`config.mk`:
```
export PLATFORM = sky130hd
export DESIGN_NAME = lvc_fifo
export DESIGN_NICKNAME = d
export VERILOG_FILES = /design/src/hw/rtl/lvc_fifo.sv
export SDC_FILE = /design/constraint.sdc
export NUM_CORES = 1
export LEC_CHECK = 0
export ABC_AREA = 0
export BUFFER_PORTS_ARGS = -buffer_cell sky130_fd_sc_hd__buf_2
export CORE_MARGIN = 1
export CORE_UTILIZATION = 42
export CTS_CLUSTER_SIZE = 10
export DETAILED_ROUTE_END_ITERATION = 8
export GPL_TIMING_DRIVEN = 0
export PLACE_DENSITY = 0.74
export REMOVE_ABC_BUFFERS = 1
export SYNTH_ARGS = -nofsm -noshare
export SYNTH_HDL_FRONTEND = slang
export SYNTH_SLANG_ARGS = --single-unit
```
`constraint.sdc`:
```
create_clock -name clock -period 4.8 [get_ports clock]
set_clock_uncertainty 0.1 [all_clocks]
set_input_delay 0.96 -clock clock [delete_from_list [all_inputs] [get_ports clock]]
set_output_delay 0.96 -clock clock [all_outputs]
set_load 0.03 [all_outputs]
```
`src/hw/rtl/lvc_fifo.sv`:
```
// lvc_fifo: small register FIFO, used for the request and response queues.
// Depends on nothing; DEPTH must be a power of two.
module lvc_fifo #(
   parameter int WIDTH = 8,
   parameter int DEPTH = 2
) (
   input  logic             clock,
   input  logic             reset,
   input  logic             push,
   input  logic [WIDTH-1:0] wr_data,
   output logic             full,
   input  logic             pop,
   output logic [WIDTH-1:0] rd_data,
   output logic             empty
);
   localparam int AW = (DEPTH > 1) ? $clog2(DEPTH) : 1;

   logic [WIDTH-1:0] mem_ff [DEPTH];
   logic [AW:0]      wr_ptr_ff, wr_ptr_in;
   logic [AW:0]      rd_ptr_ff, rd_ptr_in;
   logic             do_push, do_pop;

   // Status from pointer distance
   assign empty   = (wr_ptr_ff == rd_ptr_ff);
   assign full    = (wr_ptr_ff[AW] != rd_ptr_ff[AW]) &&
                    (wr_ptr_ff[AW-1:0] == rd_ptr_ff[AW-1:0]);
   assign do_push = push && !full;
   assign do_pop  = pop && !empty;
   assign rd_data = mem_ff[rd_ptr_ff[AW-1:0]];

   assign wr_ptr_in = do_push ? wr_ptr_ff + 1'b1 : wr_ptr_ff;
   assign rd_ptr_in = do_pop  ? rd_ptr_ff + 1'b1 : rd_ptr_ff;

   // Pointers
   always_ff @(posedge clock) begin
      if (reset) begin
         wr_ptr_ff <= '0;
         rd_ptr_ff <= '0;
      end else begin
         wr_ptr_ff <= wr_ptr_in;
         rd_ptr_ff <= rd_ptr_in;
      end
   end

   // Storage
   always_ff @(posedge clock) begin
      if (do_push) begin
         mem_ff[wr_ptr_ff[AW-1:0]] <= wr_data;
      end
   end

endmodule

```
Yosys cells after proc, flatten, opt, wreduce, memory -nomap -nowiden. Memory sizes are Yosys's and may differ from the RTL's. A register that Yosys moved wholly into a read port is not among the register bits. Index checks and enable logic that the tools add are counted.

Multiplexer cells: 4. Equal/unequal tests: 3. Reduce and logical (&&, ||, !) cells: 5. Add/subtract/negate cells: 2.

Operators with widths (number): 2-bit by 1-bit adder with 2-bit output, second input constant (2); 1-bit 2-to-1 mux (4); 1-bit logical AND (3); 2-bit equality test (1); 1-bit logical NOT (2); 1-bit equality test (1); 1-bit inequality test (1).

Register bits: 4. Memories kept: 1. Bits of input ports: 12. RAM bits: 16.

Memory list: mem_ff (words 2, width 8, rd ports 1, clocked after memory_dff 1, wr ports 1, RTL line 18) `logic [WIDTH-1:0] mem_ff [DEPTH];`.

Depth between registers and ports, before layout. Gate-level depths: netlist of run 1.

Depth in word-level cells: 6. Mapped depth: 4. Mapped depth without buffers: 3.

Least setup slack after synthesis of run 1. Ideal clock, no wire load.

Path kind: register to output. Start point: reg wr_ptr_ff[0]. End point: out empty. Cell stages (with the launch flop): 4. Required time: 3.740 ns. Arrival time: 1.040 ns. Setup slack: 2.700 ns. Cells stage by stage: dfxtp_1 clkbuf_1 xor2_1 nor2_1.

Word-level cells in the longest chain between the ends: 1.

Ends and longest elaborated chain: start, declared (RTL line 19) `logic [AW:0] wr_ptr_ff, wr_ptr_in;`; start signal, assigned (RTL line 40) `wr_ptr_ff <= wr_ptr_in;`; 2-bit equality test (RTL line 24) `assign empty = (wr_ptr_ff == rd_ptr_ff);`; end, declared (RTL line 14) `output logic empty`.

Every way passes these cells.

==> impl_results.md, run 1 <==
- Status: finished clean
- Setup Total Neg Slack: 0 ps
- Max VDD drop: around 0.21 mV
- Die area: approximately 2200 um2
- Worst hold path type: reg2reg
- Clk sinks: 21
- Cell breakdown of the critical path: mux2_2 -> buf_2
- Routed via count: roughly 550
- CP Class: reg2out
- Clk buf depth: 2
- Combinational power share: 0.196
- # IOs: 22
- Worst EP arrival: around 1400 ps
- Power share of the clock group: 0.214
- Worst Path Required: about 3700 ps
- Post_cts resized: 0
- Largest net degree at the start of global routing: 13
- RSZ-0062 raised after global routing: no
- Routed Antenna Nets: 0
- Relative slew slack: 0.471
- Global-route wire length before repair: between 2000 and 2500 um
- Worst Setup Start Kind: register
- Die height: between 40 and 50 um
- Ys async rst share: 0
- Endpoints failing setup: 0
- Area Growth Syn to Fin: 17.6%
- Detailed Place HPWL: ~990 um
- Sw frac: 0.282
- CTS Root Cell: clkbuf_4
- Leak: around 0.40 nW
- Final GP Congestion: 0.724
- Worst path slowest cell: dfxtp_1
- Synth top cells by count: edfxtp_1, mux2_2, nor2_1
- Period utilization: 0.510
- Main flop type after synthesis: edfxtp_1
- Initial DRT Pass Iterations: 4
- Min Tclk post-route: between 2000 and 2500 ps
- Share of cells above drive strength 1: 0.438
- Number of antenna cells inserted: 0
- Synth Area in Adders: 0
- Dominant cell type by area after synthesis: edfxtp_1
- Number of setup buffers added after CTS: 0
- H-tree levels: 1
- Core Area: approximately 1800 um2
- Wire per inst: 12.9 um
- Final hold viol count: 0
- Util after Layout: 0.555
- Pwr/cell area: ~370 nW/um2
- Clk_lat worst skew: 290 ps
- Number of vias per cell: 5.21
- Seq pwr share: 0.591
- CTS clk-pin slew, worst paths: approximately 110 ps
- Initial antenna violation count: 0
- Nets@finish: 93
- Register area share after synthesis: 0.676
- Area of the mapped netlist: ~860 um2
- CTS tree: yes
- FP Rows: 15
- CP max stage delay: ~550 ps
- Mux share of post-synthesis cell area: 0.128
- CP Capture Type: output pin
- Number of global-route vias before repair: 500
- Cell-internal power: approximately 0.27 mW
- DRC viols: 0
- Library cells used by synthesis: 18
- GRT Util Overall: 0.135
- DRT iter0 DRCs: 8
- Initial Util: 0.471
- Post-synth EDFFs: 16
- Post-Route WL: between 1000 and 1500 um
- Max Slew Vio Count: 0
- Fmax: 408 MHz
- Total number of yosys warnings: 0
- Synth Register Bits: 21
- Post-synthesis simple-gate area fraction: 0.0612
- Post-synthesis compound-gate area fraction: 0.0758
- Cell with the most instances after synthesis: edfxtp_1
- Post-Synth XOR/XNOR Area: 0.0394
- Grt ovf: 0
- # hold bufs at CTS: 0
- Area share of the largest cell type after synthesis: 0.560
- Port bufs: 21
- Inserted Clock Buffers: 3
- Psw: 0.105 mW
- Synth Instances: between 50 and 60
- Die width: approximately 47 um
- Most area-consuming cells after synthesis: edfxtp_1, dfxtp_1, mux2_2
- Crit path max fanout: 8
- Worst Tran Pin Value: 794 ps
- Avg Synthesized Cell Area: 14.8 um2
- Largest family of logic cells by synthesized area: multiplexers
- Max-capacitance violation count: 0
==> logic make-up after synthesis <==
family / Yosys count
multiplexers: 10
XOR/XNOR: 3
AO/OA/AOI/OAI: 8
AND/OR/NAND/NOR: 12
flip-flops: 21
buffers and inverters: 4
==> cell type report <==
| class | count | area [um2] |
|---|---|---|
| Fill cell | 164 | 811 |
| Sequential cell | 21 | 581 |
| Multi-Input combinational cell | 33 | 262 |
| Timing Repair Buffer | 21 | 105 |
| Tap cell | 25 | 31.3 |
| Clock buffer | 3 | 22.5 |
| Clock inverter | 1 | 5.00 |
| Inverter | 1 | 3.75 |
==> power groups by stage <==
| stage | Combinational (mW) | Clock [mW] | Sequential [mW] |
|---|---|---|---|
| 6_report | 0.0730 | 0.0798 | 0.221 |
| 2_1_floorplan | 0.0531 | 0 | 0.222 |
| 3_5_place_dp | 0.0735 | 0 | 0.225 |
| 4_1_cts | 0.0738 | 0.0832 | 0.221 |
| 5_1_grt | 0.0797 | 0.0871 | 0.222 |
| 3_3_place_gp | 0.0719 | 0 | 0.224 |
==> metal layers <==
layer / global-route usage / wire length [um]
met1: 0.170 / 585
met2: 0.225 / 653
met3: 0.0346 / 108
met4: 0.0514 / 9
met5: 0 / 0
==> flip-flops by register name (all words and copies together), names as in the netlist, named ones only <==
name / flops
rd_ptr_ff: 2
mem_ff: 16
wr_ptr_ff: 2
==> placed cells by master (no fill, tap or decap), types with 2 or more instances in the layout <==
cell,instances
nor2_1,6
buf_2,21
xor2_1,2
clkbuf_4,3
edfxtp_1,16
nand2_1,4
a21oi_1,3
a311oi_1,2
mux2i_1,2
dfxtp_1,5
mux2_2,8
==> worst max-delay path, delay by kind of cell, from the launching register on <==
kind,cells,cell delay [ps]
flops,1,550
buf+inv,1,180
mux,1,380
==> path summary, 6_finish.rpt <==
path | from | end | slack (ps) | cells past startpoint
worst max-delay path | register | rd_data[6] | 2350 | 2
worst min-delay path | wr_ptr_ff[1] | rd_ptr_ff[1] | 490 | 2
worst max register to register | wr_ptr_ff[1] | mem_ff[1][4] | 3030 | 2
worst min register to register | wr_ptr_ff[1] | rd_ptr_ff[1] | 490 | 2
==> through the flow <==
stage	instances	area, um2	setup WS, ps	hold slack [ps]	power, mW
6_report	105	1010	2350	494	0.373
5_1_grt	105	1010	2280	508	0.389
4_1_cts	105	1010	2320	490	0.378
3_5_place_dp	101	982	2490	477	0.298
3_3_place_gp	101	982	2470	452	0.296
2_1_floorplan	55	846	2770	426	0.275
Note: power is estimated with default switching activity, not from simulation.
==> run 2, diff against run 1 <==
--- a/config.mk
+++ b/config.mk
@@ -5,7 +5,7 @@
 export SDC_FILE = /design/constraint.sdc
 export NUM_CORES = 1
 export LEC_CHECK = 0
-export ABC_AREA = 0
+export ABC_AREA = 1
 export BUFFER_PORTS_ARGS = -buffer_cell sky130_fd_sc_hd__buf_2
 export CORE_MARGIN = 1
 export CORE_UTILIZATION = 42
==> constraint.sdc (replaced) <==
create_clock -name clock -period 2.4 [get_ports clock]
set_clock_uncertainty 0.1 [all_clocks]
set_input_delay 0.48 -clock clock [delete_from_list [all_inputs] [get_ports clock]]
set_output_delay 0.48 -clock clock [all_outputs]
set_load 0.03 [all_outputs]
==> run 2 against run 1 <==
  * Critical path depth is the same
  * Sequential cell count is the same
  * Area after synthesis shrank 0.87%
  * Via count grew 4.8%
  * First-iteration DRC count shrank 25%
  * Sequential power grew 99%
  * Die area shrank 0.82%
  * Synthesized cell count grew 24%
  * Non-clock buffer count is the same
  * Worst setup slack lost 1900 ps
  * Wire length shrank 7.0%
  * Global-route usage shrank 0.17 points
  * Critical endpoint is now rd_data[1]
==> impl_results.md, run 2 <==
- Largest net degree at the start of global routing: 13 (unchanged)
- Synth Register Bits: 21 (unchanged)
- Setup Total Neg Slack: 0 ps (unchanged)
- Total number of yosys warnings: 0 (unchanged)
- Dpl cells: 117 (+16%)
- Design area: 1010 um2 (unchanged)
- Grt ovf: 0 (unchanged)
- Global-route wire length before repair: 1970 um (-2.7%)
- Initial Util: 0.467 (-0.00412)
- Die height: 47.0 um (-0.41%)
- Library cells used by synthesis: 10 (-8)
- CP Capture Type: output pin
- Synth Instances: 72 (+24%)
- Number of vias per cell: 4.74 (-9.1%)
- Initial DRT Pass Iterations: 5 (+1)
- Clk buf depth: 2 (unchanged)
- Initial antenna violation count: 0 (unchanged)
- Wire per inst: 10.4 um (-19%)
- Clk sinks: 21 (unchanged)
- Max reg flops: 16 (unchanged)
- Sw frac: 0.292 (+0.0101)
- Hold Slack: 268 ps (-226 ps)
- Period utilization: 0.821
- CTS tree: yes
- Max-capacitance violation count: 0 (unchanged)
- Area share of the largest cell type after synthesis: 0.565 (+0.00494)
- Most common cell after layout, fill and taps aside: buf_2
- Die width: 47.0 um (-0.41%)
- Seq pwr share: 0.574 (-0.017)
- RSZ-0062 raised after global routing: no
- Max VDD drop: 0.434 mV (+110%)
- Max Slew Vio Count: 0 (unchanged)
- Worst hold path type: in2reg
- Dpl cell area: 982 um2 (unchanged)
- Final hold viol count: 0 (unchanged)
- Core Area: 1820 um2 (unchanged)
- Routed Antenna Nets: 0 (unchanged)
- Register area share after synthesis: 0.682 (+0.00597)
- Power share of the clock group: 0.209 (-0.005)
- Worst Tran Pin Value: 678 ps (-116 ps)
- GRT Util Overall: 0.134 (-0.00172)
- Ys async rst share: 0 (unchanged)
- CTS Root Cell: clkbuf_4
- FP Rows: 15 (unchanged)
- R2R Setup Slk: 630 ps (-2400 ps)
- Number of setup buffers added after CTS: 0 (unchanged)
- Most area-consuming cells after synthesis: edfxtp_1, dfxtp_1, mux2_2
- Clk_lat worst skew: 290 ps (about the same)
- Post-synth EDFFs: 16 (unchanged)
- Share of cells above drive strength 1: 0.385 (-0.0521)
- Endpoints failing setup: 0 (unchanged)
- Relative slew slack: 0.546 (+0.0755)
- Final GP Congestion: 0.692 (-4.4%)
- Worst Setup Start Kind: register
- CP Class: reg2out
- Number of global-route vias before repair: 502 (+0.40%)
- Dominant cell type by area after synthesis: edfxtp_1
- Fmax: ~510 MHz
- Detailed Place HPWL: 962 um (-2.7%)
- Number of antenna cells inserted: 0 (unchanged)
- Post-Route WL: 1260 um (-7.0%)
- DRT iter0 DRCs: 6 (-2)
- Synth top cells by count: edfxtp_1, nand2_1, inv_1
- Combinational power share: 0.217 (+0.021)
- Area Growth Syn to Fin: 18.7%
- CTS clk-pin slew, worst paths: 110 ps (about the same)
- # hold bufs at CTS: 0 (unchanged)
- Inserted Clock Buffers: 3 (unchanged)
- Min Tclk post-route: between 1500 and 2000 ps
- # IOs: 22 (unchanged)
- Routed via count: 573 (+4.8%)
- Worst Path Required: 1820 ps (-1920 ps)
- Main flop type after synthesis: edfxtp_1
- Area of the mapped netlist: 851 um2 (-0.87%)
- Cell-internal power: 0.543 mW (+100%)
- H-tree levels: 1 (unchanged)
- Power, Total: 0.767 mW (+110%)
- Pwr/cell area: 760 nW/um2 (+110%)
- Leak: 0.447 nW (+11%)
- Post_cts resized: 0 (unchanged)
- Psw: 0.224 mW (+110%)
- Avg Synthesized Cell Area: 11.8 um2 (-20%)
- Die area: 2210 um2 (-0.82%)
- Crit path max fanout: 8 (unchanged)
- Nets@finish: 109 (+17%)
- Status: finished clean
- Port bufs: 21 (unchanged)
- Worst EP arrival: 1390 ps (about the same)
- Finished Layout Cells: 121 (+15%)
- DRC viols: 0 (unchanged)
- Most frequent cells in the layout: buf_2, nand2_1, edfxtp_1
[run 2: final timing paths]
check / startpoint / end / cells past startpoint
worst min-delay path: wr_data[7] / mem_ff[1][7] / 1
worst min register to register: wr_ptr_ff[0] / wr_ptr_ff[0] / 2
worst max-delay path: register / rd_data[1] / 2
worst max register to register: rd_ptr_ff[1] / mem_ff[0][5] / 6
[run 2: logic make-up after synthesis]
group | share of synthesized area
DFF | 0.682
and+or+nand+nor | 0.138
buffers and inverters | 0.0500
muxes | 0.106
AOI/OAI and AO/OA | 0.0235
[run 2: area by class of cell]
cell class | instances | area (um2)
multi-input cells | 40 | 228
fillers | 170 | 811
clock buffers | 3 | 22.5
repair buffers | 21 | 105
flip-flops and latches | 21 | 581
inverters | 10 | 37.5
clock inverters | 1 | 5.00
well taps | 25 | 31.3
[run 2: critical path, cell delays in order, from the launching register on]
cell and delay, ps:
dfxtp_1 530, mux2_2 390, buf_2 180
[run 2: per-layer routing]
layer / global-route usage / share of wire / vias to the layer above
li1: - / - / 289
met1: 0.137 / 0.42 / 266
met3: 0.0462 / 0.055 / 0
met2: 0.231 / 0.53 / 18
met5: 0 / 0 / -
met4: 0.0857 / 0 / 0
[run 2: metrics by stage]
stage / util / setup slack [ps]
after floorplan: - / 880
after global placement: 0.540 / 668
after detailed placement: 0.540 / 619
after CTS: 0.555 / 401
after global routing: 0.555 / 354
final: 0.555 / 429
[run 2: power groups by stage]
stage               combinational (mW)  sequential (mW)  clock (mW)
global route                     0.181            0.445       0.178
floorplan                        0.126            0.444           0
detailed placement               0.167            0.449           0
CTS                              0.168            0.441       0.167
global placement                 0.164            0.448           0
finish                           0.167            0.440       0.160
